<file path="config.mk">
export PLATFORM = sky130hd
export DESIGN_NAME = seconds_to_calendar_date
export DESIGN_NICKNAME = d
export VERILOG_FILES = /design/src/sv/scd_pkg.sv /design/src/sv/scd_ctrl.sv /design/src/sv/scd_dp.sv /design/src/sv/seconds_to_calendar_date.sv
export SDC_FILE = /design/constraint.sdc
export NUM_CORES = 1
export LEC_CHECK = 0
export ABC_AREA = 1
export BUFFER_PORTS_ARGS = -buffer_cell sky130_fd_sc_hd__buf_4
export CAP_MARGIN = 20
export CORE_MARGIN = 10
export CORE_UTILIZATION = 40
export DETAILED_ROUTE_END_ITERATION = 16
export GPL_TIMING_DRIVEN = 0
export RECOVER_POWER = 100
export SLEW_MARGIN = 30
export SYNTH_ARGS = -nofsm -noshare
export SYNTH_HDL_FRONTEND = slang
export SYNTH_SLANG_ARGS = --single-unit
</file>
<file path="constraint.sdc">
create_clock -name clk -period 6.8 [get_ports clk]
set_input_delay 1.36 -clock clk [delete_from_list [all_inputs] [get_ports clk]]
set_output_delay 1.36 -clock clk [all_outputs]
set_load 0.03 [all_outputs]
</file>
<file path="src/sv/scd_pkg.sv">
// shared types and constants for the seconds to calendar date converter
package scd_pkg;

  localparam int CNT_W = 5;

  localparam logic signed [38:0] MIN_COUNT = -39'sd63113904000;
  localparam logic signed [38:0] MAX_COUNT = 39'sd252423993599;

  localparam int DAY_QBITS  = 22;
  localparam int CYC_QBITS  = 5;
  localparam int QUAD_QBITS = 5;
  localparam int HOUR_QBITS = 5;
  localparam int MIN_QBITS  = 6;

  localparam int CEN_MAX = 3;
  localparam int YRS_MAX = 3;
  localparam int MON_MAX = 11;

  typedef enum logic [2:0] {
    PH_DAYS,
    PH_CYC,
    PH_CEN,
    PH_QUAD,
    PH_YRS,
    PH_MON,
    PH_HOUR,
    PH_MINS
  } ph_t;

  typedef enum logic [3:0] {
    ST_IDLE,
    ST_DAYS,
    ST_CYC,
    ST_CEN,
    ST_QUAD,
    ST_YRS,
    ST_MON,
    ST_HOUR,
    ST_MINS,
    ST_DONE
  } st_t;

  typedef struct packed {
    logic             load;
    logic             step;
    logic             last;
    logic             emit;
    ph_t              ph;
    logic [CNT_W-1:0] idx;
  } cmd_t;

  typedef struct packed {
    logic ge;
    logic bad;
  } stat_t;

endpackage

</file>
<file path="src/sv/scd_ctrl.sv">
// sequencer for the conversion phases
module scd_ctrl (
  input  logic           clk,
  input  logic           rst_n,
  input  logic           start,
  input  scd_pkg::stat_t stat,
  output scd_pkg::cmd_t  cmd,
  output logic           busy
);

  scd_pkg::st_t state_r, state_nxt;
  logic [scd_pkg::CNT_W-1:0] cnt_r, cnt_nxt;
  logic fin;

  always_ff @(posedge clk) begin
    if (!rst_n) begin
      state_r <= scd_pkg::ST_IDLE;
      cnt_r   <= '0;
    end else begin
      state_r <= state_nxt;
      cnt_r   <= cnt_nxt;
    end
  end

  // end of the current phase
  always_comb begin
    case (state_r)
      scd_pkg::ST_CEN:
        fin = !stat.ge || (cnt_r == scd_pkg::CNT_W'(scd_pkg::CEN_MAX - 1));
      scd_pkg::ST_YRS:
        fin = !stat.ge || (cnt_r == scd_pkg::CNT_W'(scd_pkg::YRS_MAX - 1));
      scd_pkg::ST_MON:
        fin = !stat.ge || (cnt_r == scd_pkg::CNT_W'(scd_pkg::MON_MAX - 1));
      default:
        fin = (cnt_r == '0);
    endcase
  end

  always_comb begin
    state_nxt = state_r;
    cnt_nxt   = cnt_r;
    case (state_r)
      scd_pkg::ST_IDLE: begin
        if (start) begin
          if (stat.bad) begin
            state_nxt = scd_pkg::ST_DONE;
          end else begin
            state_nxt = scd_pkg::ST_DAYS;
            cnt_nxt   = scd_pkg::CNT_W'(scd_pkg::DAY_QBITS - 1);
          end
        end
      end
      scd_pkg::ST_DAYS: begin
        cnt_nxt = cnt_r - 1'b1;
        if (fin) begin
          state_nxt = scd_pkg::ST_CYC;
          cnt_nxt   = scd_pkg::CNT_W'(scd_pkg::CYC_QBITS - 1);
        end
      end
      scd_pkg::ST_CYC: begin
        cnt_nxt = cnt_r - 1'b1;
        if (fin) begin
          state_nxt = scd_pkg::ST_CEN;
          cnt_nxt   = '0;
        end
      end
      scd_pkg::ST_CEN: begin
        cnt_nxt = cnt_r + 1'b1;
        if (fin) begin
          state_nxt = scd_pkg::ST_QUAD;
          cnt_nxt   = scd_pkg::CNT_W'(scd_pkg::QUAD_QBITS - 1);
        end
      end
      scd_pkg::ST_QUAD: begin
        cnt_nxt = cnt_r - 1'b1;
        if (fin) begin
          state_nxt = scd_pkg::ST_YRS;
          cnt_nxt   = '0;
        end
      end
      scd_pkg::ST_YRS: begin
        cnt_nxt = cnt_r + 1'b1;
        if (fin) begin
          state_nxt = scd_pkg::ST_MON;
          cnt_nxt   = '0;
        end
      end
      scd_pkg::ST_MON: begin
        cnt_nxt = cnt_r + 1'b1;
        if (fin) begin
          state_nxt = scd_pkg::ST_HOUR;
          cnt_nxt   = scd_pkg::CNT_W'(scd_pkg::HOUR_QBITS - 1);
        end
      end
      scd_pkg::ST_HOUR: begin
        cnt_nxt = cnt_r - 1'b1;
        if (fin) begin
          state_nxt = scd_pkg::ST_MINS;
          cnt_nxt   = scd_pkg::CNT_W'(scd_pkg::MIN_QBITS - 1);
        end
      end
      scd_pkg::ST_MINS: begin
        cnt_nxt = cnt_r - 1'b1;
        if (fin) begin
          state_nxt = scd_pkg::ST_DONE;
          cnt_nxt   = '0;
        end
      end
      scd_pkg::ST_DONE: begin
        state_nxt = scd_pkg::ST_IDLE;
      end
      default: begin
        state_nxt = scd_pkg::ST_IDLE;
        cnt_nxt   = '0;
      end
    endcase
  end

  always_comb begin
    cmd.load = 1'b0;
    cmd.step = 1'b0;
    cmd.last = fin;
    cmd.emit = 1'b0;
    cmd.ph   = scd_pkg::PH_DAYS;
    cmd.idx  = cnt_r;
    busy     = 1'b1;
    case (state_r)
      scd_pkg::ST_IDLE: begin
        cmd.load = start;
        busy     = 1'b0;
      end
      scd_pkg::ST_DAYS: begin
        cmd.step = 1'b1;
        cmd.ph   = scd_pkg::PH_DAYS;
      end
      scd_pkg::ST_CYC: begin
        cmd.step = 1'b1;
        cmd.ph   = scd_pkg::PH_CYC;
      end
      scd_pkg::ST_CEN: begin
        cmd.step = 1'b1;
        cmd.ph   = scd_pkg::PH_CEN;
      end
      scd_pkg::ST_QUAD: begin
        cmd.step = 1'b1;
        cmd.ph   = scd_pkg::PH_QUAD;
      end
      scd_pkg::ST_YRS: begin
        cmd.step = 1'b1;
        cmd.ph   = scd_pkg::PH_YRS;
      end
      scd_pkg::ST_MON: begin
        cmd.step = 1'b1;
        cmd.ph   = scd_pkg::PH_MON;
      end
      scd_pkg::ST_HOUR: begin
        cmd.step = 1'b1;
        cmd.ph   = scd_pkg::PH_HOUR;
      end
      scd_pkg::ST_MINS: begin
        cmd.step = 1'b1;
        cmd.ph   = scd_pkg::PH_MINS;
      end
      scd_pkg::ST_DONE: begin
        cmd.emit = 1'b1;
      end
      default: begin
        busy = 1'b1;
      end
    endcase
  end

endmodule

</file>
<file path="src/sv/scd_dp.sv">
// shared compare and subtract datapath with the result registers
module scd_dp (
  input  logic                 clk,
  input  logic                 rst_n,
  input  scd_pkg::cmd_t        cmd,
  output scd_pkg::stat_t       stat,
  input  logic signed [38:0]   in_count_seconds,
  output logic                 out_strobe,
  output logic                 out_status,
  output logic [13:0]          out_year,
  output logic [3:0]           out_month,
  output logic [4:0]           out_day_of_month,
  output logic [4:0]           out_hour,
  output logic [5:0]           out_minute,
  output logic [5:0]           out_second
);

  localparam logic [38:0] SECS_PER_DAY     = 39'd86400;
  localparam logic [38:0] DAYS_PER_CYCLE   = 39'd146097;
  localparam logic [38:0] DAYS_PER_CENT    = 39'd36524;
  localparam logic [38:0] DAYS_PER_QUAD    = 39'd1461;
  localparam logic [38:0] COMMON_YEAR_DAYS = 39'd365;
  localparam logic [38:0] SECS_PER_HOUR    = 39'd3600;
  localparam logic [38:0] SECS_PER_MIN     = 39'd60;
  localparam logic [13:0] YEARS_CYCLE      = 14'd400;
  localparam logic [13:0] YEARS_CENT       = 14'd100;
  localparam logic [13:0] YEARS_QUAD       = 14'd4;
  localparam int          QW               = scd_pkg::DAY_QBITS;

  function automatic logic [4:0] month_len(logic leap, logic [3:0] m);
    case (m)
      4'd1:                      month_len = leap ? 5'd29 : 5'd28;
      4'd3, 4'd5, 4'd8, 4'd10:   month_len = 5'd30;
      default:                   month_len = 5'd31;
    endcase
  endfunction

  function automatic logic [38:0] div_den(scd_pkg::ph_t ph,
                                          logic [scd_pkg::CNT_W-1:0] idx,
                                          logic [4:0] mlen);
    case (ph)
      scd_pkg::PH_DAYS: div_den = SECS_PER_DAY << idx;
      scd_pkg::PH_CYC:  div_den = DAYS_PER_CYCLE << idx;
      scd_pkg::PH_CEN:  div_den = DAYS_PER_CENT;
      scd_pkg::PH_QUAD: div_den = DAYS_PER_QUAD << idx;
      scd_pkg::PH_YRS:  div_den = COMMON_YEAR_DAYS;
      scd_pkg::PH_MON:  div_den = 39'(mlen);
      scd_pkg::PH_HOUR: div_den = SECS_PER_HOUR << idx;
      scd_pkg::PH_MINS: div_den = SECS_PER_MIN << idx;
      default:          div_den = '0;
    endcase
  endfunction

  function automatic logic [13:0] year_wt(scd_pkg::ph_t ph,
                                          logic [scd_pkg::CNT_W-1:0] idx);
    case (ph)
      scd_pkg::PH_CYC:  year_wt = YEARS_CYCLE << idx;
      scd_pkg::PH_CEN:  year_wt = YEARS_CENT;
      scd_pkg::PH_QUAD: year_wt = YEARS_QUAD << idx;
      scd_pkg::PH_YRS:  year_wt = 14'd1;
      default:          year_wt = '0;
    endcase
  endfunction

  logic [38:0]   num_r, num_nxt;
  logic [QW-1:0] quo_r, quo_nxt;
  logic [13:0]   year_r;
  logic [16:0]   tod_r;
  logic [1:0]    cen_r;
  logic [1:0]    yc_r;
  logic          quad24_r;
  logic [3:0]    mon_r;
  logic [4:0]    day_r;
  logic [4:0]    hour_r;
  logic [5:0]    minute_r;
  logic [5:0]    second_r;
  logic          bad_r;

  logic [38:0]   den;
  logic [38:0]   num_step;
  logic          ge;
  logic          take;
  logic          leap;
  logic [4:0]    mlen;

  assign leap = (yc_r == 2'd3) && (!quad24_r || (cen_r == 2'd3));
  assign mlen = month_len(leap, mon_r);
  assign den  = div_den(cmd.ph, cmd.idx, mlen);
  assign ge   = (num_r >= den);
  assign take = cmd.step && ge;
  assign num_step = take ? (num_r - den) : num_r;
  assign quo_nxt  = {quo_r[QW-2:0], ge};

  assign stat.ge  = ge;
  assign stat.bad = (in_count_seconds < scd_pkg::MIN_COUNT) ||
                    (in_count_seconds > scd_pkg::MAX_COUNT);

  always_comb begin
    num_nxt = num_step;
    if (cmd.last && (cmd.ph == scd_pkg::PH_DAYS)) begin
      num_nxt = 39'(quo_nxt);
    end else if (cmd.last && (cmd.ph == scd_pkg::PH_MON)) begin
      num_nxt = 39'(tod_r);
    end
  end

  always_ff @(posedge clk) begin
    if (cmd.load) begin
      num_r  <= $unsigned(in_count_seconds - scd_pkg::MIN_COUNT);
      bad_r  <= stat.bad;
      year_r <= 14'd1;
      quo_r  <= '0;
      cen_r  <= '0;
      yc_r   <= '0;
      mon_r  <= '0;
    end else if (cmd.step) begin
      num_r <= num_nxt;
      quo_r <= quo_nxt;
      if (take) begin
        year_r <= year_r + year_wt(cmd.ph, cmd.idx);
      end
      case (cmd.ph)
        scd_pkg::PH_DAYS: begin
          if (cmd.last) begin
            tod_r <= num_step[16:0];
            quo_r <= '0;
          end
        end
        scd_pkg::PH_CEN: begin
          if (take) begin
            cen_r <= cen_r + 2'd1;
          end
        end
        scd_pkg::PH_QUAD: begin
          if (cmd.last) begin
            quad24_r <= (quo_nxt[4:0] == 5'd24);
          end
        end
        scd_pkg::PH_YRS: begin
          if (take) begin
            yc_r <= yc_r + 2'd1;
          end
        end
        scd_pkg::PH_MON: begin
          if (take) begin
            mon_r <= mon_r + 4'd1;
          end
          if (cmd.last) begin
            day_r <= num_step[4:0];
          end
        end
        scd_pkg::PH_HOUR: begin
          if (cmd.last) begin
            hour_r <= quo_nxt[4:0];
          end
        end
        scd_pkg::PH_MINS: begin
          if (cmd.last) begin
            minute_r <= quo_nxt[5:0];
            second_r <= num_step[5:0];
          end
        end
        default: begin
        end
      endcase
    end
  end

  // result beat registers
  always_ff @(posedge clk) begin
    if (cmd.emit) begin
      out_status       <= bad_r;
      out_year         <= bad_r ? 14'd0 : year_r;
      out_month        <= bad_r ? 4'd0 : mon_r + 4'd1;
      out_day_of_month <= bad_r ? 5'd0 : day_r + 5'd1;
      out_hour         <= bad_r ? 5'd0 : hour_r;
      out_minute       <= bad_r ? 6'd0 : minute_r;
      out_second       <= bad_r ? 6'd0 : second_r;
    end
  end

  always_ff @(posedge clk) begin
    if (!rst_n) begin
      out_strobe <= 1'b0;
    end else begin
      out_strobe <= cmd.emit;
    end
  end

endmodule

</file>
<file path="src/sv/seconds_to_calendar_date.sv">
// one compare and subtract unit retires one quotient bit or one century, year or month
// step per cycle (22 bits for days, then 1 to 11 steps per field); an out-of-range count
// skips the phases and goes straight to the result beat
// a new count is taken only while busy is low; busy drops as the strobe rises
// results are not held off by the receiver; out_strobe marks each result for one cycle only
// reset: synchronous active-low rst_n returns the sequencer to idle and clears the strobe
module seconds_to_calendar_date (
  input  logic               clk,
  input  logic               rst_n,
  input  logic               start,
  output logic               busy,
  input  logic signed [38:0] in_count_seconds,
  output logic               out_strobe,
  output logic               out_status,
  output logic [13:0]        out_year,
  output logic [3:0]         out_month,
  output logic [4:0]         out_day_of_month,
  output logic [4:0]         out_hour,
  output logic [5:0]         out_minute,
  output logic [5:0]         out_second
);

  scd_pkg::cmd_t  cmd;
  scd_pkg::stat_t stat;

  scd_ctrl u_ctrl (
    .clk   (clk),
    .rst_n (rst_n),
    .start (start),
    .stat  (stat),
    .cmd   (cmd),
    .busy  (busy)
  );

  scd_dp u_dp (
    .clk              (clk),
    .rst_n            (rst_n),
    .cmd              (cmd),
    .stat             (stat),
    .in_count_seconds (in_count_seconds),
    .out_strobe       (out_strobe),
    .out_status       (out_status),
    .out_year         (out_year),
    .out_month        (out_month),
    .out_day_of_month (out_day_of_month),
    .out_hour         (out_hour),
    .out_minute       (out_minute),
    .out_second       (out_second)
  );

endmodule

</file>
==> results of run 1 <==
==> through the flow <==
stage / hold slack [ns] / setup TNS (ns) / instance area (um^2)
after floorplan: 0.434 / 0 / 12900
final: 0.475 / 0 / 14500
after global routing: 0.500 / 0 / 14500
after detailed placement: 0.463 / 0 / 14200
after global placement: 0.444 / -18.77 / 14100
after CTS: 0.474 / 0 / 14800
==> worst max-delay path, delay by kind of cell (launching register included) <==
kind	cells	cell delay (ns)
simple gates	11	2.31
fa+ha+maj	1	0.34
buf+inv	4	0.70
compound gates	8	2.33
flops	1	0.35
==> Yosys cell counts (4+ instances only) <==
library cell / count / area (um^2)
sky130_fd_sc_hd__xnor2_1: 23 / 201
sky130_fd_sc_hd__buf_4: 4 / 30.0
sky130_fd_sc_hd__o31ai_1: 6 / 45.0
sky130_fd_sc_hd__nand2_2: 8 / 50.1
sky130_fd_sc_hd__buf_6: 4 / 45.0
sky130_fd_sc_hd__nor4_1: 11 / 68.8
sky130_fd_sc_hd__o32ai_1: 4 / 35.0
sky130_fd_sc_hd__buf_1: 5 / 18.8
sky130_fd_sc_hd__nor2_1: 203 / 762
sky130_fd_sc_hd__a21o_1: 8 / 60.1
sky130_fd_sc_hd__o21a_1: 6 / 45.0
sky130_fd_sc_hd__o211ai_1: 11 / 82.6
sky130_fd_sc_hd__xor2_1: 35 / 307
sky130_fd_sc_hd__a32o_1: 9 / 90.1
sky130_fd_sc_hd__a22oi_1: 5 / 37.5
sky130_fd_sc_hd__ha_1: 64 / 801
sky130_fd_sc_hd__o22ai_1: 17 / 106
sky130_fd_sc_hd__buf_2: 12 / 60.1
sky130_fd_sc_hd__dfxtp_1: 53 / 1060
sky130_fd_sc_hd__inv_1: 240 / 901
sky130_fd_sc_hd__nand2_1: 399 / 1500
sky130_fd_sc_hd__nand4_1: 17 / 106
sky130_fd_sc_hd__edfxtp_1: 121 / 3630
sky130_fd_sc_hd__or2_2: 12 / 75.1
sky130_fd_sc_hd__clkbuf_1: 32 / 120
sky130_fd_sc_hd__o21ai_0: 172 / 861
sky130_fd_sc_hd__o21bai_1: 7 / 52.6
sky130_fd_sc_hd__o21ai_1: 30 / 150
sky130_fd_sc_hd__a31oi_1: 7 / 43.8
sky130_fd_sc_hd__nor3_1: 23 / 115
sky130_fd_sc_hd__or2_1: 4 / 25.0
sky130_fd_sc_hd__nand3_1: 70 / 350
sky130_fd_sc_hd__a21oi_1: 138 / 691
sky130_fd_sc_hd__inv_2: 6 / 22.5
==> final cells by class <==
| type | count | area, um^2 | area share |
|---|---|---|---|
| buffer | 57 | 254 | 0.0175 |
| multi-input combinational | 1329 | 7030 | 0.484 |
| sequential | 174 | 4690 | 0.323 |
| tap | 402 | 503 | 0.0346 |
| clock inverter | 15 | 155 | 0.0107 |
| inverter | 250 | 941 | 0.0648 |
| clock buffer | 17 | 425 | 0.0293 |
| timing repair buffer | 89 | 512 | 0.0353 |
==> layout by cell type, fill, tap and decap left out, types with 4 or more instances in the layout <==
cell type,n
sky130_fd_sc_hd__or2_1,4
sky130_fd_sc_hd__buf_6,4
sky130_fd_sc_hd__ha_1,64
sky130_fd_sc_hd__a32o_1,9
sky130_fd_sc_hd__buf_1,5
sky130_fd_sc_hd__o211ai_1,11
sky130_fd_sc_hd__nand3_1,71
sky130_fd_sc_hd__buf_2,8
sky130_fd_sc_hd__a21o_1,8
sky130_fd_sc_hd__o21ai_0,186
sky130_fd_sc_hd__dfxtp_1,53
sky130_fd_sc_hd__nor3_1,23
sky130_fd_sc_hd__a21boi_0,4
sky130_fd_sc_hd__xor2_1,35
sky130_fd_sc_hd__edfxtp_1,121
sky130_fd_sc_hd__o21ai_1,17
sky130_fd_sc_hd__o21a_1,6
sky130_fd_sc_hd__o22ai_1,17
sky130_fd_sc_hd__clkbuf_16,17
sky130_fd_sc_hd__o32ai_1,4
sky130_fd_sc_hd__nor2_1,202
sky130_fd_sc_hd__o21bai_1,7
sky130_fd_sc_hd__nand2_2,6
sky130_fd_sc_hd__clkbuf_1,87
sky130_fd_sc_hd__nand4_1,18
sky130_fd_sc_hd__a31oi_1,7
sky130_fd_sc_hd__or2_2,12
sky130_fd_sc_hd__nor4_1,11
sky130_fd_sc_hd__a22oi_1,5
sky130_fd_sc_hd__inv_1,243
sky130_fd_sc_hd__clkinv_8,4
sky130_fd_sc_hd__xnor2_1,23
sky130_fd_sc_hd__a21oi_1,138
sky130_fd_sc_hd__nand2_1,401
sky130_fd_sc_hd__buf_4,41
sky130_fd_sc_hd__o31ai_1,6
==> path summary, 6_finish.rpt <==
kind                            cells past startpoint                      startpoint                        end  slack (ns)
worst max-delay path                               24  u_ctrl.state_r[3]$_SDFFE_PN0P_   u_dp.num_r[27]$_DFFE_PP_        0.45
worst min register to register                      2       u_dp.yc_r[1]$_SDFFE_PP0P_  u_dp.yc_r[1]$_SDFFE_PP0P_        0.47
worst max register to register                     24  u_ctrl.state_r[3]$_SDFFE_PN0P_   u_dp.num_r[27]$_DFFE_PP_        0.45
worst min-delay path                                2       u_dp.yc_r[1]$_SDFFE_PP0P_  u_dp.yc_r[1]$_SDFFE_PP0P_        0.47
==> state kept, by name (all words and copies together) (netlist names), 2 cells and up <==
signal	cells
u_ctrl.cnt_r	5
u_ctrl.state_r	4
u_dp.cen_r	2
u_dp.day_r	5
u_dp.hour_r	5
u_dp.minute_r	6
u_dp.mon_r	4
u_dp.num_r	39
u_dp.out_day_of_month	5
u_dp.out_hour	5
u_dp.out_minute	6
u_dp.out_month	4
u_dp.out_second	6
u_dp.out_year	14
u_dp.quo_r	21
u_dp.second_r	6
u_dp.tod_r	17
u_dp.yc_r	2
u_dp.year_r	14
==> logic make-up (layout without fill, tap and decap cells) <==
kind of cell | after synthesis | in the layout | synth area share
multiplexers | 2 | 2 | 0.00155
buffers and inverters | 307 | 428 | 0.0938
flip-flops | 174 | 174 | 0.363
adder cells (fa/ha/maj) | 65 | 65 | 0.0634
XOR/XNOR | 58 | 58 | 0.0392
AND/OR/NAND/NOR | 767 | 767 | 0.251
AO/OA/AOI/OAI | 437 | 437 | 0.188
==> metal layers <==
metal  part of all wire  track usage  wire, um
met1               0.46        0.281     19800
met2               0.47        0.365     20300
met3              0.050       0.0303      2190
met4              0.027       0.0754      1190
met5                  0            0         0
==> results list, run 1 <==
- Setup repair after global routing left no endpoint under its margin.
- Placed wire-length estimate: 34.8 mm
* Overall die height: 200 um
* Top_reg_cell synth: sky130_fd_sc_hd__edfxtp_1
* Delay of the slowest cell on the worst path: 0.61 ns
- Ordered list of cells on the worst path: inv_1, nand2_1, nor3_1, nor2_1, o21ai_0, o21ai_0, o21ai_0, o21ai_0, o21ai_0, inv_1, ha_1, a21oi_1, nand2_1, a21oi_1, nand3_1, nand2_1, nand2_2, nand2_1, nand2_2, nand2_4, nand2_8, buf_2, a41oi_4, buf_16
* Post-placement cell count: 2,301
* Total setup buffers inserted after CTS: 0
- Setup violations remaining at the end of the flow were counted as 0.
- TritonCTS built the clock tree.
- The clock net in this run drives a total of 174 sinks.
- The congestion estimate from routability-driven global placement came to 0.974.
- Filler cell count in the final layout: 3,307
- The detail route stage leaves a number of antenna-violating nets equal to 0.
* Antenna violations before repair: 1
- For the pin with the worst max-slew slack, the measured transition is 0.944 ns.
- Before antenna repair, the detailed router went through 6 iterations.
* Max-cap violations: 0
- For this run, the share of the core covered by cells in the final layout is 0.458.
- At the later pin of the worst-skew pair, clock insertion delay measures 0.46 ns.
* Drt wl/cell: 18.6 um
- After detailed routing, the number of remaining DRC violations is 0.
* Share of synthesized area occupied by flip-flops and latches: 0.363
- In the final design database the tool counted 2,025 nets.
- Across every metal layer, demand over resource in global routing totals 0.218.
- Critical path arrival: 6.52 ns
- When the netlist entered floorplanning its net count stood at 1,917.
* Post-CTS resize count: 0
* Number of flops mapped to enable cells by yosys: 121
- After layout, the minimum clock period comes to 6.35 ns.
- The H-tree was split into 4 levels.
* Startpoint kind of the worst setup timing path: flop
* Initial DRC Count: 992
- Counting the buffers created by CTS gives 17.
- Count of warnings emitted by yosys: 0
- Share of the clock period used by the worst path: 0.934
* Result of the run: finished clean
* Maximum frequency from static timing analysis: 157 MHz
* Std-Cell Core Area: 31,700 um^2
* Post-Syn Instances: 1,810
- Number of hold violations in the final report: 0
- Before CTS, the worst setup slack after placement is 0.792 ns.
* Maximum buffer depth of the clock tree: 2
* Combined area of all synthesized cells: 12,900 um^2
* Slew Viols, Final: 0
* Worst path most repeated cell: sky130_fd_sc_hd__o21ai_0
- Average size of a mapped cell: 7.15 um^2
* Ratio of cells with drive above 1 in the final layout: 0.0627
* Layout Skew: 0.0184 ns
* Wire length of the first global-routing pass: 67.4 mm
- The floorplan step set the die width to 200 um.
- The finished layout holds 2,333 standard cells, fillers aside.
- Headroom to the max-slew limit came out at 0.369.
- Boundary Pins: 85
- The worst path meets setup with 0.446 ns of slack.
- Routed vias/inst: 5.39
- Pin count of the biggest net entering global routing: 24
* Vias after detailed routing: 12,600
- Num rows: 65
- Of all flip-flops after synthesis, the portion carrying an async set or reset was 0.
* Path class of the lowest-slack min-delay path: reg -> reg
- Number of diodes: 0
- For this block, the routed nets add up to 43.5 mm of wire.
* Area delta synth->final: 12.1%
* Worst setup path category: reg -> reg
* Via count of the first global-routing pass: 12,200
* Effective utilization at floorplan: 0.408
- Clock-pin slew was measured on the worst setup and hold paths at 0.08 ns.
- During placement, the flow inserted port buffers numbering 82.
* Cell variety after synth: 61
- On the critical path, the stage with the largest delay is an instance of sky130_fd_sc_hd__nor3_1.
* Root Buffer: sky130_fd_sc_hd__clkbuf_16
- The worst setup path is captured at a flop.
* Required arrival time at the worst endpoint: 6.96 ns
- The die covers 40,000 um^2.
* Hold Buf Count CTS: 0
- The synthesized design contains 174 register bits.
- Total global routing overflow: 0
- Along the worst path, the maximum fanout reaches 17.
Power of run 1 is left out: the tool's default activity adds up to more than one toggle a clock period on the data nets, which glitch-free logic cannot reach.
==> run 2, diff against run 1 <==
- SYNTH_HIERARCHICAL: not set -> 1
- clock period: 6.8 -> 6 ns (I/O delays scaled with it)
==> run 2 against run 1 <==
Core utilization is 2.9 points higher. First-iteration DRC count up 4.0%. Fmax is 11% higher. Global-route usage rose by 1.4 points. Count of clock-buffer cells in the layout grew 3.
==> results list, run 2 <==
- Clock latency on the worst-skew pair: 0.46 ns (about the same)
- Reg-to-reg critical path endpoint: u_dp/num_r[19]$_DFFE_PP_
- The final worst hold slack is 0.475 ns (+0.000151 ns).
- Count of warnings emitted by yosys: 6 (+6)
- The slew at the pin closest to its max-slew limit was 1.41 ns (+0.462 ns).
- The count of different cell masters after synthesis came to 54 (-11%).
- Overall die height: 206 um (+3.0%)
* Port bufs: 82 (unchanged)
- Maximum buffer depth of the clock tree: 2 (unchanged)
- The slowest stage of the critical path belongs to the cell sky130_fd_sc_hd__dfxtp_4.
- Boundary Pins: 85 (unchanged)
- Post-Syn Instances: 2,041 (+13%)
* Setup ws final: 0.253 ns (-0.193 ns)
- Overall track demand over capacity in global routing: 0.232 (+0.0142)
- In this run the worst setup path begins at u_ctrl/state_r[0]$_SDFFE_PN0P_.
- The final wirelength came to 49.9 mm (+15%).
* Ratio of cells with drive above 1 in the final layout: 0.146 (+0.0833)
- Count of final setup violators: 0 (unchanged)
- The most critical setup path has its endpoint at u_dp/num_r[19]$_DFFE_PP_.
- Pre-Repair DR Iteration Count: 5 (-1)
* Antenna violations before repair: 0 (-1)
- The worst-path maximum fanout is 11 (-6).
- Slew Viols, Final: 0 (unchanged)
* Share of the clock period used by the worst path: 0.958 (+0.0234)
* Max transition margin: 0.0627 (-0.306)
* Critical path arrival: 5.93 ns (-0.59 ns)
* Nets: 2,289 (+13%)
- The final count of hold timing violations was 0 (unchanged).
- Number of flip-flops under the largest register name: 39 (unchanged)
- Required arrival time at the worst endpoint: 6.18 ns (-0.78 ns)
- Compared with the post-synthesis result, the final layout area differs by 20.7%.
- Initial DRC Count: 1,032 (+4.0%)
* Placed Area: 15,100 um^2 (+6.5%)
* Largest register by flop count: u_dp/num_r
* Leading cell types in the layout, fill and taps excluded: sky130_fd_sc_hd__nand2_1 (507), sky130_fd_sc_hd__inv_1 (268), sky130_fd_sc_hd__nor2_1 (170)
- Share of synthesized registers carrying an async set or reset: 0 (unchanged)
* Maximum frequency from static timing analysis: 174 MHz (+11%)
* Root Buffer: sky130_fd_sc_hd__clkbuf_16
- Total clock sinks: 174 (unchanged)
- Top_reg_cell synth: sky130_fd_sc_hd__edfxtp_1
- Pin count of the biggest net entering global routing: 27 (+13%)
* Max-cap violations: 0 (unchanged)
- Clock buffer count from CTS: 17 (unchanged)
* Worst reg2reg startpoint: u_ctrl/state_r[0]$_SDFFE_PN0P_
* Die area: 42,400 um^2 (+6.1%)
- Total global routing overflow: 0 (unchanged)
- Filler cell count in the final layout: 3,539 (+7.0%)
- The net count of the mapped netlist is 2,149 (+12%).
- The number of enable-type register cells in the synthesized netlist was 121 (unchanged).
- The maximum clock skew at final layout was 0.0177 ns (-0.000632 ns).
* Effective utilization at floorplan: 0.403 (-0.00491)
- Average size of a mapped cell: 6.78 um^2 (-5.3%)
- The worst setup path is captured at a flop.
* Final period demand of the worst path: 5.75 ns (-0.607 ns)
* Layout Cells excl Fill: 2,648 (+14%)
- The worst-case register-to-register setup slack was 0.25 ns (-0.19 ns).
* Storage cell area: 4700 um^2 (+0.13%)
- The final weighted congestion of routability-driven global placement was 0.993 (+1.9%).
* Worst setup path category: reg -> reg
- Std-Cell Core Area: 34,300 um^2 (+8.1%)
* Multi-input combinational cell area: 8670 um^2 (+23%)
* Drt wl/cell: 18.9 um (+1.2%)
* Largest registers: u_dp/num_r (39), u_dp/quo_r (21), u_dp/tod_r (17)
- Synth top area share: 0.263 (-0.0179)
- The first-pass GRT wire length came to 76.7 mm (+14%).
- Counting stages on the worst path, the most repeated cell is sky130_fd_sc_hd__nand2_1.
- The via count was 14,300 (+14%).
* TritonCTS clock tree: yes
- Total number of H-tree levels: 4 (unchanged)
- Count of antenna-violating nets left after detailed routing: 0 (unchanged)
* Delay of the slowest cell on the worst path: 0.37 ns (-0.24 ns)
* Die boundary width: 206 um (+3.0%)
- DRC viols: 0 (unchanged)
- Minimum setup slack after placement: -1.91 ns (-2.70 ns)
- The sequential area share after synthesis was 0.339 (-0.0231).
* Synth top area cells: sky130_fd_sc_hd__edfxtp_1 (26%), sky130_fd_sc_hd__nand2_1 (15%), sky130_fd_sc_hd__dfxtp_1 (7.7%)
* Post-placement cell count: 2,585 (+12%)
* Clock Pin Slew Worst Setup and Hold Paths: 0.08 ns (about the same)
- The post-synthesis instance area is 13,800 um^2 (+6.8%).
- The number of standard-cell rows in the floorplan came to 68 (+4.6%).
- Routed vias/inst: 5.42 (+0.51%)
- R2r worst-path depth: 42 (+75%)
- Summed over all instances, the cell type with the most area after synthesis is sky130_fd_sc_hd__edfxtp_1.
* Area of all placed cells without fillers: 16,700 um^2 (+15%)
* Most common library cells after synthesis: sky130_fd_sc_hd__nand2_1 (545), sky130_fd_sc_hd__inv_1 (277), sky130_fd_sc_hd__nor2_1 (198)
- #FFs+latches synth: 174 (unchanged)
* Via count of the first global-routing pass: 14,000 (+15%)
- STA classifies the critical path startpoint as a flop.
* Most common cell after layout, fill and taps aside: sky130_fd_sc_hd__nand2_1
- Number of diodes: 0 (unchanged)
- Placed wire-length estimate: 39.9 mm (+15%)
* Result of the run: finished clean
- sky130_fd_sc_hd__nand2_1 is the most common cell in the netlist.
* Path class of the lowest-slack min-delay path: reg -> reg
-- run 2: changes by cell type after synthesis, sizes merged, moves of 8 or more --
cell    before  now
nand2      410  549
nand3       72  160
o21ai      203  144
inv        247  281
and2         1   21
o22ai       17   29
a31oi        7   17
o21bai       7   17
a21oi      138  147
a32o         9    0
xor2        35   27
-- run 2: final cells by class --
type                    instances  area share
well taps                     455      0.0341
repair buffers                120      0.0453
flip-flops and latches        174       0.282
clock inverters                11     0.00795
clock buffers                  20      0.0262
plain buffers                  59      0.0202
multi-input cells            1524       0.519
inverters                     285      0.0653
-- run 2: how the worst min path moves through the flow --
stage                                           from                    endpoint  slack [ns]  cells past startpoint
after CTS                 u_dp/cen_r[1]$_SDFFE_PP0P_  u_dp/cen_r[1]$_SDFFE_PP0P_        0.47                      2
after detailed placement  u_dp/cen_r[1]$_SDFFE_PP0P_  u_dp/cen_r[1]$_SDFFE_PP0P_        0.46                      2
final                     u_dp/cen_r[1]$_SDFFE_PP0P_  u_dp/cen_r[1]$_SDFFE_PP0P_        0.47                      2
after floorplan           u_dp/quo_r[4]$_SDFFE_PP0P_  u_dp/minute_r[5]$_DFFE_PP_        0.42                      0
after global placement    u_dp/cen_r[1]$_SDFFE_PP0P_  u_dp/cen_r[1]$_SDFFE_PP0P_        0.45                      2
after global routing      u_dp/cen_r[1]$_SDFFE_PP0P_  u_dp/cen_r[1]$_SDFFE_PP0P_        0.49                      2
-- run 2: critical path, delay by kind of cell (launching register included) --
kind,cells,cell delay (ns)
DFF,1,0.37
adders and majority gates,1,0.31
and+or+nand+nor,22,2.52
AOI/OAI and AO/OA,5,0.67
buffers and inverters,14,1.57
-- run 2: metal layers --
| layer | wire [um] | track usage |
|---|---|---|
| met1 | 20800 | 0.278 |
| met2 | 24400 | 0.404 |
| met3 | 2460 | 0.0321 |
| met4 | 2220 | 0.106 |
| met5 | 0 | 0 |
-- run 2: cell families after synthesis --
logic type	Yosys count	share of synthesized area
adder cells (fa/ha/maj)	66	0.0603
AO/OA/AOI/OAI	386	0.157
multiplexers	2	0.00145
flip-flops	174	0.339
XOR/XNOR	47	0.0298
AND/OR/NAND/NOR	1022	0.314
buffers and inverters	344	0.0987
-- run 2: stage by stage --
step	setup TNS (ns)	util
global placement	-190.80	0.438
detailed placement	-145.74	0.440
global route	-2.03	0.487
CTS	0	0.472
floorplan	0	-
finish	0	0.487
-- run 2: repair_timing --
item | 4_1_cts | 5_1_grt
hold buffers | 0 | 0
pin swaps | 15 | 29
setup buffers | 13 | 17
gates cloned | 1 | 1
gates resized for setup | 113 | 136
endpoints found under the setup margin | 132 | 121
Power of run 2 is left out for the same reason.
